## src/hw/rtl/assert_macros.svh

```systemverilog
// ----------------------------------------------------------------------------
// Assertion macros
// Concurrent assertion wrappers shared by the RTL; empty under synthesis.
// ----------------------------------------------------------------------------
`ifndef ASSERT_MACROS_SVH
`define ASSERT_MACROS_SVH

`ifndef SYNTHESIS

// The property must hold at every clock edge outside reset.
`define ASSERT_PROP(label, clk, rst_n, prop) \
	label: assert property (@(posedge clk) disable iff (!(rst_n)) (prop)) \
		else $error("assertion failed");

// The expression must never be true outside reset.
`define ASSERT_NEVER(label, clk, rst_n, expr) \
	label: assert property (@(posedge clk) disable iff (!(rst_n)) !(expr)) \
		else $error("forbidden condition seen");

`else

`define ASSERT_PROP(label, clk, rst_n, prop)
`define ASSERT_NEVER(label, clk, rst_n, expr)

`endif

`endif

```

## src/hw/rtl/alle_pkg.sv

```systemverilog
// ----------------------------------------------------------------------------
// Linked list engine package
// Field widths, action codes and status codes of the linked list engine.
// ----------------------------------------------------------------------------
`timescale 1ns / 1ps

package alle_pkg;

	// Widths of the transaction fields.
	localparam int ACTION_W  = 2;
	localparam int VALUE_W   = 32;
	localparam int STATUS_W  = 2;
	localparam int ELEMENT_W = 32;

	// Action codes carried on the command channel.
	typedef enum logic [ACTION_W-1:0] {
		ACT_INS_HEAD = 2'd0,
		ACT_INS_TAIL = 2'd1,
		ACT_DISPLAY  = 2'd2
	} action_t;

	// Status codes carried on the response channel.
	typedef enum logic [STATUS_W-1:0] {
		STAT_INSERTED = 2'd0,
		STAT_FULL     = 2'd1,
		STAT_ELEMENT  = 2'd2,
		STAT_EMPTY    = 2'd3
	} status_t;

endpackage

```

## src/hw/rtl/alle_cmd_if.sv

```systemverilog
// ----------------------------------------------------------------------------
// Command channel
// Valid/ready channel that carries one action and its data word.
// ----------------------------------------------------------------------------
`timescale 1ns / 1ps

interface alle_cmd_if;
	logic                                valid;
	logic                                ready;
	logic        [alle_pkg::ACTION_W-1:0] action;
	logic signed [alle_pkg::VALUE_W-1:0]  value;

	modport source (output valid, output action, output value, input ready);
	modport sink   (input valid, input action, input value, output ready);
endinterface

```

## src/hw/rtl/alle_rsp_if.sv

```systemverilog
// ----------------------------------------------------------------------------
// Response channel
// Valid/ready channel that carries one status, element word and last flag.
// ----------------------------------------------------------------------------
`timescale 1ns / 1ps

interface alle_rsp_if;
	logic                                 valid;
	logic                                 ready;
	logic        [alle_pkg::STATUS_W-1:0]  status;
	logic signed [alle_pkg::ELEMENT_W-1:0] element;
	logic                                 last;

	modport source (output valid, output status, output element, output last, input ready);
	modport sink   (input valid, input status, input element, input last, output ready);
endinterface

```

## src/hw/rtl/alle_node_store.sv

```systemverilog
// ----------------------------------------------------------------------------
// Node store
// Data and link memories of the list nodes, one write port each and a
// shared registered read port.
// ----------------------------------------------------------------------------
`timescale 1ns / 1ps

module alle_node_store #(
	parameter int DEPTH      = 64,
	parameter int DATA_WIDTH = 32,
	parameter int IDX_W      = 6,
	parameter int LINK_W     = 7
) (
	input  logic                  clk,
	input  logic                  data_we,
	input  logic [IDX_W-1:0]      data_waddr,
	input  logic [DATA_WIDTH-1:0] data_wdata,
	input  logic                  link_we,
	input  logic [IDX_W-1:0]      link_waddr,
	input  logic [LINK_W-1:0]     link_wdata,
	input  logic [IDX_W-1:0]      raddr,
	output logic [DATA_WIDTH-1:0] data_rdata,
	output logic [LINK_W-1:0]     link_rdata
);

	logic [DATA_WIDTH-1:0] data_mem [DEPTH];
	logic [LINK_W-1:0]     link_mem [DEPTH];

	// Data memory: one write, one registered read per cycle.
	always_ff @(posedge clk) begin
		if (data_we) begin
			data_mem[data_waddr] <= data_wdata;
		end
		data_rdata <= data_mem[raddr];
	end

	// Link memory: one write, one registered read per cycle.
	always_ff @(posedge clk) begin
		if (link_we) begin
			link_mem[link_waddr] <= link_wdata;
		end
		link_rdata <= link_mem[raddr];
	end

endmodule

```

## src/hw/rtl/array_linked_list_engine_core.sv

```systemverilog
// ----------------------------------------------------------------------------
// Linked list engine core
// Singly linked list kept in a node store, with insert at head, insert at
// tail and display of the whole list.
//
//   Channel  Direction  Fields                    Transaction
//   cmd      in         action, value             one action
//   rsp      out        status, element, last     one result
//
// An insert at head needs no walk. An insert at tail walks to the last
// node and a display walks the whole list; the walk visits one node per
// cycle through the registered read port of the node store.
// Nodes are handed out in index order, so the free list is a fill count and
// every link is written when its node is allocated; reset needs no pass.
// The command channel is ready only between actions. The response register
// lets an action start while the last result still waits; a stalled
// response holds the display walk in place.
// ----------------------------------------------------------------------------
`timescale 1ns / 1ps

`include "assert_macros.svh"

module array_linked_list_engine_core #(
	parameter int DEPTH      = 64,
	parameter int DATA_WIDTH = 32
) (
	input  logic          clk,
	input  logic          arst_n,
	alle_cmd_if.sink      cmd,
	alle_rsp_if.source    rsp
);

	localparam int IDX_W  = (DEPTH > 1) ? $clog2(DEPTH) : 1;
	localparam int CNT_W  = $clog2(DEPTH + 1);
	localparam int LINK_W = IDX_W + 1;
	localparam logic [CNT_W-1:0]  FULL_CNT  = CNT_W'(DEPTH);
	localparam logic [LINK_W-1:0] NULL_LINK = '1;

	typedef enum logic [1:0] {
		S_IDLE,
		S_TAIL,
		S_DISP,
		S_OUT
	} state_t;

	state_t                      state_q;
	logic [CNT_W-1:0]            fill_q;
	logic [LINK_W-1:0]           head_q;
	logic [IDX_W-1:0]            cur_q;
	logic [IDX_W-1:0]            tail_idx_q;
	alle_pkg::status_t           pend_status_q;
	logic                        rsp_valid_q;
	logic [alle_pkg::STATUS_W-1:0]  rsp_status_q;
	logic [alle_pkg::ELEMENT_W-1:0] rsp_element_q;
	logic                        rsp_last_q;

	logic                  cmd_fire;
	logic                  slot_free;
	logic                  rsp_load;
	logic                  full;
	logic                  head_null;
	logic                  link_null;
	logic                  is_insert;
	logic                  ins_ok;
	logic [IDX_W-1:0]      new_idx;
	logic [IDX_W-1:0]      rd_addr;
	logic signed [63:0]    value_wide;
	logic signed [63:0]    elem_wide;
	logic                  data_we;
	logic                  link_we;
	logic [IDX_W-1:0]      link_waddr;
	logic [LINK_W-1:0]     link_wdata;
	logic [DATA_WIDTH-1:0] data_rd;
	logic [LINK_W-1:0]     link_rd;

	// Handshake and status decode.
	assign cmd.ready   = (state_q == S_IDLE);
	assign cmd_fire    = cmd.valid && cmd.ready;
	assign slot_free   = !rsp_valid_q || rsp.ready;
	assign rsp_load    = ((state_q == S_DISP) || (state_q == S_OUT)) && slot_free;
	assign full        = (fill_q == FULL_CNT);
	assign head_null   = head_q[IDX_W];
	assign link_null   = link_rd[IDX_W];
	assign new_idx     = fill_q[IDX_W-1:0];
	assign is_insert   = (cmd.action == alle_pkg::ACT_INS_HEAD) ||
	                     (cmd.action == alle_pkg::ACT_INS_TAIL);
	assign ins_ok      = cmd_fire && is_insert && !full;

	// Sign handling of stored and emitted words.
	assign value_wide  = 64'(cmd.value);
	assign elem_wide   = 64'(signed'(data_rd));

	// The data word of a new node is written when the command is accepted.
	assign data_we     = ins_ok;

	// Link writes: the new node at acceptance, the old tail at the walk's end.
	always_comb begin
		link_we    = 1'b0;
		link_waddr = new_idx;
		link_wdata = NULL_LINK;
		if (ins_ok) begin
			link_we = 1'b1;
			if (cmd.action == alle_pkg::ACT_INS_HEAD) begin
				link_wdata = head_q;
			end
		end else if (state_q == S_TAIL && link_null) begin
			link_we    = 1'b1;
			link_waddr = cur_q;
			link_wdata = {1'b0, tail_idx_q};
		end
	end

	// Read address: the head when a walk starts, the next node as it advances.
	always_comb begin
		unique case (state_q)
			S_TAIL: begin
				rd_addr = link_null ? cur_q : link_rd[IDX_W-1:0];
			end
			S_DISP: begin
				rd_addr = (slot_free && !link_null) ? link_rd[IDX_W-1:0] : cur_q;
			end
			default: begin
				rd_addr = head_q[IDX_W-1:0];
			end
		endcase
	end

	alle_node_store #(
		.DEPTH      (DEPTH),
		.DATA_WIDTH (DATA_WIDTH),
		.IDX_W      (IDX_W),
		.LINK_W     (LINK_W)
	) u_store (
		.clk        (clk),
		.data_we    (data_we),
		.data_waddr (new_idx),
		.data_wdata (value_wide[DATA_WIDTH-1:0]),
		.link_we    (link_we),
		.link_waddr (link_waddr),
		.link_wdata (link_wdata),
		.raddr      (rd_addr),
		.data_rdata (data_rd),
		.link_rdata (link_rd)
	);

	// Sequencer, list registers and response register.
	always_ff @(posedge clk or negedge arst_n) begin
		if (!arst_n) begin
			state_q       <= S_IDLE;
			fill_q        <= '0;
			head_q        <= NULL_LINK;
			cur_q         <= '0;
			tail_idx_q    <= '0;
			pend_status_q <= alle_pkg::STAT_INSERTED;
			rsp_valid_q   <= 1'b0;
			rsp_status_q  <= '0;
			rsp_element_q <= '0;
			rsp_last_q    <= 1'b0;
		end else begin
			cur_q <= rd_addr;
			if (rsp_valid_q && rsp.ready && !rsp_load) begin
				rsp_valid_q <= 1'b0;
			end
			unique case (state_q)
				S_IDLE: begin
					if (cmd_fire) begin
						unique case (cmd.action)
							alle_pkg::ACT_INS_HEAD: begin
								state_q <= S_OUT;
								if (full) begin
									pend_status_q <= alle_pkg::STAT_FULL;
								end else begin
									pend_status_q <= alle_pkg::STAT_INSERTED;
									head_q        <= {1'b0, new_idx};
									fill_q        <= fill_q + 1'b1;
								end
							end
							alle_pkg::ACT_INS_TAIL: begin
								tail_idx_q <= new_idx;
								if (full) begin
									pend_status_q <= alle_pkg::STAT_FULL;
									state_q       <= S_OUT;
								end else begin
									pend_status_q <= alle_pkg::STAT_INSERTED;
									fill_q        <= fill_q + 1'b1;
									if (head_null) begin
										head_q  <= {1'b0, new_idx};
										state_q <= S_OUT;
									end else begin
										state_q <= S_TAIL;
									end
								end
							end
							alle_pkg::ACT_DISPLAY: begin
								if (head_null) begin
									pend_status_q <= alle_pkg::STAT_EMPTY;
									state_q       <= S_OUT;
								end else begin
									state_q <= S_DISP;
								end
							end
							default: begin
								// The unused action code is dropped.
								state_q <= S_IDLE;
							end
						endcase
					end
				end
				S_TAIL: begin
					if (link_null) begin
						pend_status_q <= alle_pkg::STAT_INSERTED;
						state_q       <= S_OUT;
					end
				end
				S_DISP: begin
					if (slot_free) begin
						rsp_valid_q   <= 1'b1;
						rsp_status_q  <= alle_pkg::STAT_ELEMENT;
						rsp_element_q <= elem_wide[alle_pkg::ELEMENT_W-1:0];
						rsp_last_q    <= link_null;
						if (link_null) begin
							state_q <= S_IDLE;
						end
					end
				end
				S_OUT: begin
					if (slot_free) begin
						rsp_valid_q   <= 1'b1;
						rsp_status_q  <= pend_status_q;
						rsp_element_q <= '0;
						rsp_last_q    <= 1'b1;
						state_q       <= S_IDLE;
					end
				end
			endcase
		end
	end

	assign rsp.valid   = rsp_valid_q;
	assign rsp.status  = rsp_status_q;
	assign rsp.element = rsp_element_q;
	assign rsp.last    = rsp_last_q;

	// The fill count never passes the store size.
	`ASSERT_NEVER(a_fill_bound, clk, arst_n, fill_q > FULL_CNT)
	// An accepted insert into a store with room allocates exactly one node.
	`ASSERT_PROP(a_fill_step, clk, arst_n, ins_ok |=> (fill_q == $past(fill_q) + 1'b1))
	// A tail walk only visits allocated nodes.
	`ASSERT_PROP(a_walk_alloc, clk, arst_n, (state_q == S_TAIL) |-> (CNT_W'(cur_q) < fill_q))
	// A display walk runs only over a list that has a head.
	`ASSERT_PROP(a_disp_head, clk, arst_n, (state_q == S_DISP) |-> (!head_null && fill_q != '0))

endmodule
```

## src/flat_wrapper.sv

```systemverilog
// flat-port wrapper written by rule: the top's interface ports become plain ports
module array_linked_list_engine_core_flat 
#(
	parameter int DEPTH      = 64,
	parameter int DATA_WIDTH = 32
)
  (clk, arst_n, cmd_valid, cmd_action, cmd_value, cmd_ready, rsp_valid, rsp_status, rsp_element, rsp_last, rsp_ready);
  alle_cmd_if cmd_i ();
  alle_rsp_if rsp_i ();
  input  logic clk;
  input  logic arst_n;
  input wire logic [$bits(cmd_i.valid)-1:0] cmd_valid;
  input wire logic [$bits(cmd_i.action)-1:0] cmd_action;
  input wire logic [$bits(cmd_i.value)-1:0] cmd_value;
  output wire logic [$bits(cmd_i.ready)-1:0] cmd_ready;
  output wire logic [$bits(rsp_i.valid)-1:0] rsp_valid;
  output wire logic [$bits(rsp_i.status)-1:0] rsp_status;
  output wire logic [$bits(rsp_i.element)-1:0] rsp_element;
  output wire logic [$bits(rsp_i.last)-1:0] rsp_last;
  input wire logic [$bits(rsp_i.ready)-1:0] rsp_ready;
  assign cmd_i.valid = cmd_valid;
  assign cmd_i.action = cmd_action;
  assign cmd_i.value = cmd_value;
  assign cmd_ready = cmd_i.ready;
  assign rsp_valid = rsp_i.valid;
  assign rsp_status = rsp_i.status;
  assign rsp_element = rsp_i.element;
  assign rsp_last = rsp_i.last;
  assign rsp_i.ready = rsp_ready;
  array_linked_list_engine_core #(.DEPTH(DEPTH), .DATA_WIDTH(DATA_WIDTH)) u_core (.clk(clk), .arst_n(arst_n), .cmd(cmd_i), .rsp(rsp_i));
endmodule
```

## config.mk

```make
export PLATFORM = sky130hd
export DESIGN_NAME = array_linked_list_engine_core_flat
export DESIGN_NICKNAME = d
export VERILOG_FILES = /design/src/hw/rtl/alle_pkg.sv /design/src/hw/rtl/alle_cmd_if.sv /design/src/hw/rtl/alle_rsp_if.sv /design/src/hw/rtl/alle_node_store.sv /design/src/hw/rtl/array_linked_list_engine_core.sv /design/src/flat_wrapper.sv
export VERILOG_INCLUDE_DIRS = /design/src /design/src/hw/rtl
export SDC_FILE = /design/constraint.sdc
export NUM_CORES = 2
export LEC_CHECK = 0
export BUFFER_PORTS_ARGS = -buffer_cell sky130_fd_sc_hd__clkbuf_2
export CORE_MARGIN = 2
export CORE_UTILIZATION = 40
export CTS_BUF_LIST = sky130_fd_sc_hd__clkbuf_16
export DETAILED_ROUTE_END_ITERATION = 8
export HOLD_SLACK_MARGIN = 0.03
export PLACE_DENSITY = 0.64
export SKIP_CTS_REPAIR_TIMING = 1
export SLEW_MARGIN = 20
export SYNTH_ARGS = -nofsm -noshare
export SYNTH_HDL_FRONTEND = slang
export SYNTH_SLANG_ARGS = --single-unit
```

## constraint.sdc

```tcl
create_clock -name clk -period 3.8 [get_ports clk]
set_input_delay 0.19 -clock clk [delete_from_list [all_inputs] [get_ports clk]]
set_output_delay 0.19 -clock clk [all_outputs]
set_load 0.02 [all_outputs]
```

==> out/results.txt <==
Status: complete, but fails checks
Violations in the final reports: setup timing
Final std cells w/o fill: 9563
Main combinational cell family by area after synthesis: multiplexers
Async set-reset flop share out of synthesis: 2.54%
Minimum clock period: 3810 ps
Library cells used by synthesis: 73
Worst path max stage delay: 540 ps
Top fanout value on the critical path: 10
Measured slew at the worst slew-check pin: 1140 ps
CP startpoint: u_core.fill_q[3]$_DFFE_PN0P_
Clk root buf: clkbuf_16
Most frequent cell after synthesis: edfxtp_1
Nets: 6055
XOR/XNOR Fraction of Synth Area: 0.0524%
Post-synth top area share: 74.8%
Initial antenna violation count: 25
Inserted Clock Buffers: 241
DP Worst Slack: -425 ps
Die ar.: 255000 sq um
Critical path's top delay family: simple AND/OR/NAND/NOR gates
Met3 Use GR: 4.25%
Power per Cell Area: 910 nW/um^2
Yosys warns: 0
FILL cells: 20600
Final setup viols: 5
Dominant cells by area after synthesis: edfxtp_1, mux4_2, mux2i_1
Worst Path Buf+Inv: 1
M1 GR Usage: 29.3%
Post-Syn Nets: 5580
Worst EP required: 4290 ps
Site row count: 183
Startpoint Class: flip-flop
Leak Pwr: 0.0389 uW
CP Capture Type: flip-flop
Compound-cell area share of the yosys netlist: 4.56%
Fmax: 263 MHz
Placed cell areas: 109000 sq um
Post-synth top flop: edfxtp_1
EDFF count, synth: 2496
Die Wd: 505 um
Met2 usage: 35.0%
Worst-Skew Late Latency: 900 ps
Gr usage total: 21.6%
Post-DR vias/cell: 5.84
TritonCTS clock tree: yes
Core box area: 249000 sq um
Period utilization: 100%
Mux contribution to synthesized area: 11.1%
Congestion Overflow GR: 0
Htree depth: 4
Reg-to-Reg Start: u_core.fill_q[3]$_DFFE_PN0P_
Register area share after synthesis: 77.2%
Starting Density: 40.3%
Starting DRT DRC Count: 7364
Final setup TNS: -12.6 ps
Max Cap Viol: 0
Setup ws final: -5.60 ps
Area growth, synth to finish: 17.0%
Peak VDD IR: 0.000987 V
WHS: 15.1 ps
DRC viols: 0
Port Buf Inserts: 74
TritonCTS Sinks: 2601
Largest net degree at the start of global routing: 91
Longest Clk Path Bufs: 3
Critical Path, Cell by Cell: or3_1 -> or3_1 -> nand3_2 -> nand3_1 -> buf_4 -> o31ai_1 -> nand3_1 -> nor2_2
Die Ht: 505 um
Final wirelength: 281000 um
Kind of critical path: flip-flop to flip-flop
Storage cell area: 77400 sq um
Placer Congestion: 0.909
Synth Instances: 5536
HPWL after detailed placement: 172000 um
First-pass GRT wire length: 399000 um
Layout cells sized above 1: 22.2%
Register clock-pin slew on the reported worst setup and hold paths: 60 ps
I/O pin cnt: 75
Synthesis-stage register bit count: 2601
Post-Syn Area: 100000 sq um
HP Start: cmd_value[23]
HP Class: input port to flip-flop
Final count of hold timing violations: 0
Post-synthesis adder-cell area fraction: 0.0749%
Worst rel slew slack: 24.3%
Synth cell count leaders: edfxtp_1, nand2_1, mux4_2
Area of the multi-input gates: 22000 sq um
Slowest CP cell: o31ai_1
Clock skew: 60.7 ps
Post-synthesis simple-gate area fraction: 5.40%
Avg Inst Size Synth: 18.1 sq um
Drt wl/cell: 29.4 um
Crit path DAT: 4290 ps
Area leader, netlist: edfxtp_1
Placed instance count: 9075
Vias: 55900
Vias in the first global route: 54800
Global route hottest layer: met2
Final instance area: 117000 sq um
Drt first pass iters: 8
Final Slew Violations: 0
Post-route ant nets: 0
RSZ-0062 raised after global routing: true
==> power by group <==
| part | total, uW | switching, uW | leakage, uW | internal (uW) |
|---|---|---|---|---|
| Clock | 23800 | 10700 | 0.00402 | 13100 |
| Sequential | 33600 | 713 | 0.0235 | 32900 |
| Combinational | 49300 | 29900 | 0.0114 | 19400 |
==> cells in the final DEF (no fill, tap or decap), types with 33 or more instances in the layout <==
cell type	netlist	routed
mux4_2	338	338
dfxtp_1	39	39
buf_12	0	129
o22ai_1	55	55
clkinv_2	0	38
buf_4	29	346
nand3b_1	35	35
a21oi_1	198	192
a31oi_1	39	37
inv_1	9	69
a221o_1	36	36
nor2_1	163	82
a32o_1	57	56
nand3_1	198	191
nor4_1	33	33
clkinv_1	1	65
nor2_4	1	78
dfrtp_1	59	59
nand2_1	773	771
clkbuf_16	0	244
edfxtp_1	2496	2496
clkbuf_2	0	71
a221oi_1	56	56
mux2i_1	334	333
==> layout make-up <==
type	count	share of cell area [%]
Antenna cell	9	0.0192
Sequential cell	2601	66.0
Timing Repair Buffer	566	4.90
Inverter	14	0.0672
Clock inverter	213	1.48
Multi-Input combinational cell	2587	18.8
Clock buffer	243	5.19
Tap cell	3330	3.55
==> sequential cells by signal (all words and copies together), names as in the netlist, 6 cells and up <==
signal,count
u_core.fill_q,7
u_core.head_q,7
u_core.u_store.data_rdata,32
u_core.tail_idx_q,6
u_core.rsp.element,32
u_core.cur_q,6
u_core.u_store.link_rdata,7
u_core.u_store.link_mem,448
u_core.u_store.data_mem,2048
==> cells by family (layout without fill, tap and decap cells) <==
family,count (synthesis),after routing
AND/OR/NAND/NOR,1264,1265
other,0,9
XOR/XNOR,6,6
buffers and inverters,349,1036
flip-flops,2601,2601
multiplexers,683,683
AO/OA/AOI/OAI,627,627
adder cells (fa/ha/maj),6,6
==> through the flow <==
step | total power [uW] | utilization, %
CTS | 106000 | 46.9
finish | 107000 | 47.1
global route | 110000 | 47.1
detailed placement | 82600 | 43.8
floorplan | 60900 | -
global placement | 82200 | 43.8
==> final timing paths <==
path                                                             end  slack, ps  cells past startpoint
max                         u_core.u_store.link_mem[14][5]$_DFFE_PP_         -6                      8
min in group asynchronous               u_core.head_q[4]$_DFFE_PN1P_        620                      3
max in group asynchronous         u_core.rsp.element[16]$_DFFE_PN0P_       2520                      4
min                        u_core.u_store.data_mem[19][23]$_DFFE_PP_         20                      1
max reg2reg                 u_core.u_store.link_mem[14][5]$_DFFE_PP_         -6                      8
min reg2reg                        u_core.rsp.element[6]$_DFFE_PN0P_        450                      2
==> metal layers <==
layer | vias to the layer above | wire length (um)
li1 | 23100 | -
met1 | 29300 | 108000
met2 | 2975 | 135000
met3 | 512 | 27900
met4 | 14 | 10000
met5 | - | 79
(Power assumes the default switching activity.)
